--- src/rtl/uts_pkg.sv ---
// uts_pkg: shared types and constants of the utf-8 text sanitizer
// no dependencies; compiled before every other file of the block

package uts_pkg;

  localparam int unsigned MaxRun = 5;
  localparam int unsigned RunCountW = $clog2(MaxRun + 1);
  localparam int unsigned RunIdxW = $clog2(MaxRun);
  localparam int unsigned HeldDepth = 3;

  localparam logic [7:0] ChQuestion = 8'h3F;
  localparam logic [7:0] ChBackslash = 8'h5C;
  localparam logic [7:0] ChDigitZero = 8'h30;
  localparam logic [7:0] ChNul = 8'h00;
  localparam logic [7:0] ChTab = 8'h09;
  localparam logic [7:0] ChLf = 8'h0A;
  localparam logic [7:0] ChCr = 8'h0D;
  localparam logic [7:0] ChSpace = 8'h20;
  localparam logic [7:0] ChAsciiEnd = 8'h80;

  localparam logic [7:0] Lead2Lo = 8'hC2;
  localparam logic [7:0] Lead2Hi = 8'hDF;
  localparam logic [7:0] Lead3Lo = 8'hE0;
  localparam logic [7:0] Lead3Hi = 8'hEF;
  localparam logic [7:0] Lead4Lo = 8'hF0;
  localparam logic [7:0] Lead4Hi = 8'hF4;
  localparam logic [7:0] LeadSurr = 8'hED;
  localparam logic [7:0] Cont3Min = 8'hA0;
  localparam logic [7:0] Cont4Min = 8'h90;

  localparam logic [2:0] SeqNone = 3'd0;
  localparam logic [2:0] Seq2 = 3'd2;
  localparam logic [2:0] Seq3 = 3'd3;
  localparam logic [2:0] Seq4 = 3'd4;

  typedef struct packed {
    logic [MaxRun-1:0][7:0] data;
    logic [RunCountW-1:0]   count;
  } run_t;

  typedef struct packed {
    logic       hold_we;
    logic [1:0] hold_idx;
    logic [1:0] held_count;
    logic [2:0] seq_len;
  } next_t;

endpackage

--- src/rtl/uts_if.sv ---
// uts_in_if / uts_out_if: valid-ready channels of the utf-8 text sanitizer
// depends on nothing; raw text beats in, sanitized text beats out

interface uts_in_if;
  logic       valid;
  logic       ready;
  logic [7:0] in_byte;
  logic       end_of_text;

  modport source (output valid, output in_byte, output end_of_text, input ready);
  modport sink (input valid, input in_byte, input end_of_text, output ready);
endinterface

interface uts_out_if;
  logic       valid;
  logic       ready;
  logic [7:0] out_byte;
  logic       run_last;
  logic       text_last;

  modport source (output valid, output out_byte, output run_last, output text_last,
                  input ready);
  modport sink (input valid, input out_byte, input run_last, input text_last,
                output ready);
endinterface

--- src/rtl/uts_step.sv ---
// uts_step: combinational decode of one input byte against the pending sequence
// depends on uts_pkg; yields the run of result bytes and the next sequence state

module uts_step (
  input  logic [7:0]       in_byte,
  input  logic             end_of_text,
  input  logic [7:0]       held_bytes [uts_pkg::HeldDepth],
  input  logic [1:0]       held_count,
  input  logic [2:0]       seq_len,
  output uts_pkg::run_t    run,
  output uts_pkg::next_t   nxt
);
  import uts_pkg::*;

  logic                 pending;
  logic                 cont_ok;
  logic                 consumed;
  logic                 complete;
  logic [2:0]           held_plus;
  logic [2:0]           lead_len;
  logic [7:0]           f0;
  logic [7:0]           f1;
  logic [1:0]           fn;
  logic                 f_hold;
  logic [2:0]           q;
  logic [7:0]           held_pad [MaxRun];

  assign pending = (seq_len != SeqNone) && (held_count != 2'd0);
  assign held_plus = {1'b0, held_count} + 3'd1;

  always_comb begin
    cont_ok = (in_byte[7:6] == 2'b10);
    if (held_count == 2'd1) begin
      if ((held_bytes[0] == Lead3Lo && in_byte < Cont3Min) ||
          (held_bytes[0] == LeadSurr && in_byte >= Cont3Min) ||
          (held_bytes[0] == Lead4Lo && in_byte < Cont4Min) ||
          (held_bytes[0] == Lead4Hi && in_byte >= Cont4Min)) begin
        cont_ok = 1'b0;
      end
    end
  end

  assign consumed = pending && cont_ok;
  assign complete = consumed && (held_plus >= seq_len);

  always_comb begin
    if (in_byte >= Lead2Lo && in_byte <= Lead2Hi) begin
      lead_len = Seq2;
    end else if (in_byte >= Lead3Lo && in_byte <= Lead3Hi) begin
      lead_len = Seq3;
    end else if (in_byte >= Lead4Lo && in_byte <= Lead4Hi) begin
      lead_len = Seq4;
    end else begin
      lead_len = SeqNone;
    end
  end

  // byte taken as if no sequence were pending
  always_comb begin
    f0 = ChQuestion;
    f1 = ChQuestion;
    fn = 2'd1;
    f_hold = 1'b0;
    if (in_byte == ChNul) begin
      f0 = ChBackslash;
      f1 = ChDigitZero;
      fn = 2'd2;
    end else if (in_byte < ChSpace) begin
      if (in_byte == ChTab || in_byte == ChLf || in_byte == ChCr) begin
        f0 = in_byte;
      end
    end else if (in_byte < ChAsciiEnd) begin
      f0 = in_byte;
    end else if (lead_len != SeqNone && !end_of_text) begin
      fn = 2'd0;
      f_hold = 1'b1;
    end
  end

  assign q = (pending && !consumed) ? {1'b0, held_count} : 3'd0;

  always_comb begin
    for (int i = 0; i < MaxRun; i++) begin
      held_pad[i] = in_byte;
    end
    for (int i = 0; i < HeldDepth; i++) begin
      if (3'(i) < {1'b0, held_count}) begin
        held_pad[i] = held_bytes[i];
      end
    end
  end

  always_comb begin
    run.data = '0;
    run.count = '0;
    nxt.hold_we = 1'b0;
    nxt.hold_idx = held_count;
    nxt.held_count = 2'd0;
    nxt.seq_len = SeqNone;
    if (complete) begin
      for (int i = 0; i < MaxRun; i++) begin
        run.data[i] = held_pad[i];
      end
      run.count = RunCountW'(held_plus);
    end else if (consumed) begin
      nxt.hold_we = 1'b1;
      if (end_of_text) begin
        for (int i = 0; i < MaxRun; i++) begin
          run.data[i] = ChQuestion;
        end
        run.count = RunCountW'(held_plus);
      end else begin
        nxt.held_count = held_plus[1:0];
        nxt.seq_len = seq_len;
      end
    end else begin
      for (int i = 0; i < MaxRun; i++) begin
        if (3'(i) < q) begin
          run.data[i] = ChQuestion;
        end else if (3'(i) == q) begin
          run.data[i] = f0;
        end else begin
          run.data[i] = f1;
        end
      end
      run.count = RunCountW'(q + {1'b0, fn});
      if (f_hold) begin
        nxt.hold_we = 1'b1;
        nxt.hold_idx = 2'd0;
        nxt.held_count = 2'd1;
        nxt.seq_len = lead_len;
      end
    end
  end

endmodule

--- src/rtl/utf8_text_sanitizer.sv ---
// utf8_text_sanitizer: top level, sequence state and output run buffer
// depends on uts_pkg, uts_if (uts_in_if, uts_out_if) and uts_step

// Takes one raw byte per beat on raw and gives sanitized bytes on clean. Each
// input byte is decoded in the cycle it is accepted and yields a run of zero to
// five output bytes, held in a run buffer and sent one per cycle while clean is
// ready; a byte that only extends a pending multibyte sequence gives no output. A
// new byte is taken in the cycle the last byte of the previous run leaves, so one
// byte per cycle is sustained when every run has one byte and clean stays ready.
// The first byte of a run is offered in the cycle after its input beat is taken.
// run_last marks the final byte of each run and text_last the final byte of the
// text.

module utf8_text_sanitizer (
  input logic    clk,
  input logic    rst,
  uts_in_if.sink     raw,
  uts_out_if.source  clean
);
  import uts_pkg::*;

  logic [7:0]              held_bytes [HeldDepth];
  logic [1:0]              held_count;
  logic [2:0]              seq_len;
  logic [MaxRun-1:0][7:0]  run_data;
  logic [RunCountW-1:0]    run_count;
  logic [RunIdxW-1:0]      run_idx;
  logic                    run_end;
  logic                    run_valid;
  logic                    at_last;
  logic                    last_beat;
  logic                    take;
  run_t                    step_run;
  next_t                   step_nxt;

  uts_step u_step (
    .in_byte     (raw.in_byte),
    .end_of_text (raw.end_of_text),
    .held_bytes  (held_bytes),
    .held_count  (held_count),
    .seq_len     (seq_len),
    .run         (step_run),
    .nxt         (step_nxt)
  );

  assign at_last = (RunCountW'(run_idx) == (run_count - RunCountW'(1)));
  assign last_beat = run_valid && clean.ready && at_last;
  assign raw.ready = !run_valid || last_beat;
  assign take = raw.valid && raw.ready;

  assign clean.valid = run_valid;
  assign clean.out_byte = run_data[run_idx];
  assign clean.run_last = at_last;
  assign clean.text_last = at_last && run_end;

  always_ff @(posedge clk) begin
    if (rst) begin
      held_count <= 2'd0;
      seq_len <= SeqNone;
    end else if (take) begin
      held_count <= step_nxt.held_count;
      seq_len <= step_nxt.seq_len;
    end
  end

  always_ff @(posedge clk) begin
    if (take && step_nxt.hold_we) begin
      held_bytes[step_nxt.hold_idx] <= raw.in_byte;
    end
  end

  always_ff @(posedge clk) begin
    if (rst) begin
      run_valid <= 1'b0;
      run_idx <= '0;
    end else if (take) begin
      run_valid <= (step_run.count != '0);
      run_idx <= '0;
    end else if (last_beat) begin
      run_valid <= 1'b0;
      run_idx <= '0;
    end else if (run_valid && clean.ready) begin
      run_idx <= run_idx + RunIdxW'(1);
    end
  end

  always_ff @(posedge clk) begin
    if (take) begin
      run_data <= step_run.data;
      run_count <= step_run.count;
      run_end <= raw.end_of_text;
    end
  end

`ifndef SYNTHESIS
  a_idx_in_run: assert property (@(posedge clk) disable iff (rst)
    run_valid |-> (RunCountW'(run_idx) < run_count))
    else $error("run index past run length");

  a_state_pair: assert property (@(posedge clk) disable iff (rst)
    (held_count != 2'd0) == (seq_len != SeqNone))
    else $error("held count and sequence length disagree");

  a_held_short: assert property (@(posedge clk) disable iff (rst)
    (seq_len != SeqNone) |-> ({1'b0, held_count} < seq_len))
    else $error("pending sequence already complete");

  a_end_idle: assert property (@(posedge clk) disable iff (rst)
    (take && raw.end_of_text) |=> (held_count == 2'd0))
    else $error("sequence still pending after end of text");
`endif

endmodule
--- src/flat_wrapper.sv ---
// flat-port wrapper written by rule: the top's interface ports become plain ports
module utf8_text_sanitizer_flat import uts_pkg::*;
  (clk, rst, raw_valid, raw_in_byte, raw_end_of_text, raw_ready, clean_valid, clean_out_byte, clean_run_last, clean_text_last, clean_ready);
  uts_in_if raw_i ();
  uts_out_if clean_i ();
  input logic clk;
  input logic rst;
  input wire logic [$bits(raw_i.valid)-1:0] raw_valid;
  input wire logic [$bits(raw_i.in_byte)-1:0] raw_in_byte;
  input wire logic [$bits(raw_i.end_of_text)-1:0] raw_end_of_text;
  output wire logic [$bits(raw_i.ready)-1:0] raw_ready;
  output wire logic [$bits(clean_i.valid)-1:0] clean_valid;
  output wire logic [$bits(clean_i.out_byte)-1:0] clean_out_byte;
  output wire logic [$bits(clean_i.run_last)-1:0] clean_run_last;
  output wire logic [$bits(clean_i.text_last)-1:0] clean_text_last;
  input wire logic [$bits(clean_i.ready)-1:0] clean_ready;
  assign raw_i.valid = raw_valid;
  assign raw_i.in_byte = raw_in_byte;
  assign raw_i.end_of_text = raw_end_of_text;
  assign raw_ready = raw_i.ready;
  assign clean_valid = clean_i.valid;
  assign clean_out_byte = clean_i.out_byte;
  assign clean_run_last = clean_i.run_last;
  assign clean_text_last = clean_i.text_last;
  assign clean_i.ready = clean_ready;
  utf8_text_sanitizer u_core (.clk(clk), .rst(rst), .raw(raw_i), .clean(clean_i));
endmodule
--- config.mk ---
export PLATFORM = sky130hd
export DESIGN_NAME = utf8_text_sanitizer_flat
export DESIGN_NICKNAME = d
export VERILOG_FILES = /design/src/rtl/uts_pkg.sv /design/src/rtl/uts_if.sv /design/src/rtl/uts_step.sv /design/src/rtl/utf8_text_sanitizer.sv /design/src/flat_wrapper.sv
export SDC_FILE = /design/constraint.sdc
export NUM_CORES = 1
export LEC_CHECK = 0
export ABC_AREA = 1
export BUFFER_PORTS_ARGS = -buffer_cell sky130_fd_sc_hd__buf_2
export CORE_ASPECT_RATIO = 1.2
export CORE_MARGIN = 5
export CORE_UTILIZATION = 45
export CTS_CLUSTER_DIAMETER = 50
export DETAILED_ROUTE_END_ITERATION = 10
export PLACE_DENSITY = 0.71
export SYNTH_ARGS = -nofsm -noshare
export SYNTH_HDL_FRONTEND = slang
export SYNTH_HIERARCHICAL = 1
export SYNTH_SLANG_ARGS = --single-unit
--- constraint.sdc ---
create_clock -name clk -period 3.46 [get_ports clk]
set_input_delay 0.173 -clock clk [delete_from_list [all_inputs] [get_ports clk]]
set_output_delay 0.173 -clock clk [all_outputs]
set_load 0.01 [all_outputs]
* Word level (Yosys, flattened, before mapping)
Cells that the tools add are included.
Word-level totals: bits in registers 77, input port bits 13, output and inout port bits 12, word-level logic and storage cells 142
Operators by class: multiplexer cells 48, equal/unequal tests 15, reduce and logical (&&, ||, !) cells 36, order comparisons 24, bitwise operators 1, $add $sub $neg 4
Operators with widths (count):
- $mux 8 | 21
- $mux 43 | 2
- $mux 41 | 1
- $ge 8x8->1 const B | 5
- $eq 8x8->1 const B | 4
- $bmux 8 s3 | 1
- $bwmux 24 | 1
- $eq 8x4->1 const B | 3
- $le 8x8->1 const B | 3
- $lt 8x8->1 const B | 3
- $logic_and 1x1->1 | 18
- $demux 8 s2 | 1
- $mux 1 | 12
- $mux 5 | 2
- $mux 3 | 3
- $reduce_bool 3->1 | 3
- $logic_not 8->1 | 1
- $lt 1x2->1 const A | 4
- $lt 8x6->1 const B | 1
- $logic_or 1x1->1 | 6
- $lt 2x2->1 const A | 3
- $mux 2 | 3
- $eq 2x2->1 const A | 2
- $lt 3x4->1 const B | 1
- 21 further kinds | 24

* Longest topological paths before layout
depth after elaboration 20, gate-level depth with buffers 17, mapped depth without buffers 17

* Cells and area by module
Netlist, hierarchy kept.
By module, submodules not included:
- utf8_text_sanitizer | area each 2990.4 sq um, instances 1, cells each 237, seq. area each 2222.1 sq um
- uts_step | area each 1481.4 sq um, instances 1, cells each 300, seq. area each 0.0 sq um

* Worst setup path before layout
Ideal clock, no wire load.
kind reg-to-reg, from register u_core.held_count[0], to register u_core.run_valid (netlist: u_core/clean.valid), period minus slack after synthesis 2.900 ns, arrival 2.778 ns, library setup time 0.122 ns, slack 0.560 ns, data required time 3.338 ns, buffers on the path 2, cell stages (with the launch flop) 15, path through dfxtp_1 -> clkbuf_1 -> inv_2 -> ha_1 -> clkbuf_2 -> a31oi_2 -> inv_1 -> nor2_1 -> nand2_1 -> fa_1 -> nand2_1 -> nand2_1 -> inv_1 -> o31ai_1 -> a21oi_1
RTL lines:
- from (decl) | RTL line utf8_text_sanitizer.sv:23 | logic [1:0] held_count;
- from (signal assigned) | RTL line utf8_text_sanitizer.sv:61 | held_count <= step_nxt.held_count;
- to (signal assigned) | RTL line utf8_text_sanitizer.sv:77 | run_valid <= (step_run.count != '0);
- to (decl) | RTL line utf8_text_sanitizer.sv:29 | logic run_valid;

==> metrics <==
cell repeated most along the worst path nand2_1; Hold Crit Class input pin to flip-flop; HPWL after detailed placement around 7500 um; crit path capture type flip-flop; Hold Path Depth 1; Post-Synth Adder-Cell Area under 10%; hold-fix buffers at CTS 1; HP Start raw_in_byte[6]; vias in the first global route 3403; Syn Inst Count 537; final setup violation count 0; ratio of total power to cell area 449.7 nW/um2; crit path cell chain inv_1, buf_4, ha_1, nand2_1, nor2_1, nand3_1, nor2_1, nor2_2, nor2_1, nand2_1, fa_1, nand2_1, nand2_1, inv_1, o31ai_1, a21oi_1; end-of-flow core utilization 51.20%; number of diodes 0; Final Cycle Share 88.08%; CP Launch Type flip-flop; FF-to-FF End u_core/clean.valid$_SDFFE_PP0P_; Post-synth EDFFs 68; final cell count without fillers 686; vias 3651; RR Startpoint u_core/held_count[1]$_SDFFE_PP0P_; XOR/XNOR Fraction of Synth Area 0.3917%; CTS clk-pin slew, worst paths 0.06 ns; Slew @ Worst Pin ~0.7 ns; simple-gate share of the synthesized area approximately 25%; H-tree depth 3; status complete, no violations; gr ovfl total 0; Crit path arrival time around 3.3 ns; hold worst-path end u_core/held_bytes[6]$_DFFE_PP_; sequential fraction of the synthesis area 49.69%; # DRC 0; yosys warns 6; MaxCap Viol Count 0; Clock Latency Late Sink 0.34 ns; TritonRoute pass-1 iters 5; CTS tree done; largest family of logic cells by synthesized area simple AND/OR/NAND/NOR gates; worst path bufs/invs 3; crit-path max cell delay approximately 0.55 ns; synthesized area 4472 um2; post-route ant nets 0; # rows 39; quantity of I/O buffers inserted on ports 24; syn nets about 560; Via density 5.322; Max Clock Freq around 330 MHz; first-pass GRT wire length 16680 um; Sink Count 77; min Tclk post-route 3.048 ns; Total GRT Usage 17.51%; DR WL/cell around 15 um; Horiz. Die Dim 101 um; largest net degree at the start of global routing 45; layout cell share with drive strength beyond 1 between 10% and 20%; Final Max Tran Viols 0; IO Pins 25; die height 119.2 um; flop2flop setup slack 0.41 ns; area leader, netlist edfxtp_1; ys flop type edfxtp_1; core area 9613 um2; CTS max path bufs 2; post-synthesis average cell area around 8.3 um2; Starting Density 46.52%; max_slew headroom between 50% and 60%; RD Place Congestion 0.9065; Crit Path Category flip-flop to flip-flop; Synth Area in Compound Gates about an eighth; distinct cell type count after synthesis 39; Max FO, Critical Path 23; cell count after placement 669; R2R cell count 16; cts bufs inserted 9; clock root buffer clkbuf_16; PostCTS Resize Cnt 0; P_leak just over 2 nW; postcts setup bufs 0; Final Skew 0.006740 ns; top cells by area, synth edfxtp_1 46%, nand2_1 12%, inv_1 5.1%; Crit path depth 16; Layout area overhead 10.07%; Worst EP required roughly 3.7 ns; DIE AREA about 12000 um2; nets@finish 582; DR iter-0 viols 292; unrepaired setup endpoints after global routing false; Critical Path Slowest Stage Cell fa_1; Max VDD drop 0.2801 mV; final hold violation count 0; FF+latch count, synth 77; largest delay contributor family on the critical path simple AND/OR/NAND/NOR gates; Async SR Flop Fraction 0%; final wirelength 10250 um; proportion of synthesized area in mux cells 0%; initial antenna violation count 0; Yosys top cell area share 45.66%; Setup TNS 0 ns
## per-layer routing
layer | track usage [%] | part of all wire, % | routed length, um
met5 | 0 | 0 | 0
met1 | 23.31 | 45 | 4624
met3 | 3.099 | 5.0 | 515
met4 | 6.899 | 1.9 | 198
met2 | 28.25 | 48 | 4908
## cells in the mapped netlist, types with 2 or more instances
library cell    n
xor2_1          2
a31oi_1         2
a211oi_1        2
o211ai_1        7
nand2_2         5
nor2_2          2
buf_6           6
ha_1           10
buf_2           2
nor3_1          5
o21ai_0        41
a21oi_2         3
o21ai_1         2
dfxtp_1         9
nand3_1        44
inv_2           7
nand2_4         3
nand4_1         6
nor2_4          2
clkbuf_1        6
nor2_1         49
inv_1          61
nand2_1       146
edfxtp_1       68
a21oi_1        21
o21a_1          2
o22ai_1        11
buf_4           2
## stage by stage
| stage | instance area (um2) | setup slack [ns] | total power [mW] | hold slack [ns] |
|---|---|---|---|---|
| 6_report | 4922 | 0.4124 | 2.213 | 0.1170 |
| 5_1_grt | 4922 | 0.2160 | 2.309 | 0.1245 |
| 4_1_cts | 4922 | 0.4656 | 2.233 | 0.1016 |
| 3_5_place_dp | 4637 | 0.4655 | 1.373 | 0.3487 |
| 3_3_place_gp | 4637 | 0.5611 | 1.366 | 0.3477 |
| 2_1_floorplan | 4472 | 0.5599 | 1.294 | 0.2421 |
## worst max-delay path by stage
stage / startpoint / end / slack [ns]
floorplan: u_core/held_count[0]$_SDFFE_PP0P_ / u_core/clean.valid$_SDFFE_PP0P_ / 0.56
global placement: u_core/held_count[1]$_SDFFE_PP0P_ / u_core/clean.valid$_SDFFE_PP0P_ / 0.56
detailed placement: u_core/held_count[1]$_SDFFE_PP0P_ / u_core/clean.valid$_SDFFE_PP0P_ / 0.47
CTS: u_core/held_count[1]$_SDFFE_PP0P_ / u_core/clean.valid$_SDFFE_PP0P_ / 0.47
global route: u_core/held_count[1]$_SDFFE_PP0P_ / u_core/clean.valid$_SDFFE_PP0P_ / 0.22
finish: u_core/held_count[1]$_SDFFE_PP0P_ / u_core/clean.valid$_SDFFE_PP0P_ / 0.41
## flip-flops by register name, indices dropped and copies added, names as in the netlist
register / flops
u_core/held_bytes: 24
u_core/held_count: 2
u_core/seq_len: 3
u_core/run_data: 40
u_core/clean.valid: 1
u_core/run_count: 3
u_core/run_end: 1
u_core/run_idx: 3
## cell type report
| cell class | count | area (um2) |
|---|---|---|
| fillers | 885 | 4691 |
| flip-flops and latches | 77 | 2222 |
| multi-input cells | 372 | 1847 |
| inverters | 69 | 264.0 |
| clock buffers | 9 | 225.2 |
| repair buffers | 29 | 160.2 |
| well taps | 123 | 153.9 |
| clock inverters | 7 | 50.05 |
## placed cells by master (no fill, tap or decap), drive strengths merged
| cell | n |
|---|---|
| nand2 | 154 |
| inv | 70 |
| edfxtp | 68 |
| nor2 | 53 |
| nand3 | 45 |
| o21ai | 45 |
| buf | 28 |
| a21oi | 24 |
| o22ai | 11 |
| ha | 10 |
| clkbuf | 9 |
| dfxtp | 9 |
| o211ai | 7 |
| nand4 | 6 |
| nor3 | 5 |
| clkinv | 4 |
| a31oi | 3 |
| clkinvlp | 2 |
| xor2 | 2 |
| o21a | 2 |
| a211oi | 2 |
| dlygate4sd3 | 1 |
| o31ai | 1 |
| fa | 1 |
| conb | 1 |
## worst register-to-register path, cell delays in order (launching register included)
cell	delay, ns
dfxtp_1	0.39
inv_1	0.11
buf_4	0.27
ha_1	0.19
nand2_1	0.06
nor2_1	0.11
nand3_1	0.12
nor2_1	0.13
nor2_2	0.05
nor2_1	0.22
nand2_1	0.23
fa_1	0.55
nand2_1	0.05
nand2_1	0.07
inv_1	0.04
o31ai_1	0.23
a21oi_1	0.09
## where the power goes
part | internal, mW | switching (mW) | leakage (nW)
registers | 1.05 | 0.0153 | 0.652
logic | 0.0898 | 0.202 | 1.27
clock network | 0.486 | 0.369 | 0.129
total | 1.63 | 0.586 | 2.05
## cells by family after synthesis
logic type	Yosys count
AND/OR/NAND/NOR	263
XOR/XNOR	2
other	1
adder cells (fa/ha/maj)	11
AO/OA/AOI/OAI	95
buffers and inverters	88
flip-flops	77
Power figures use the tool's default switching activity.
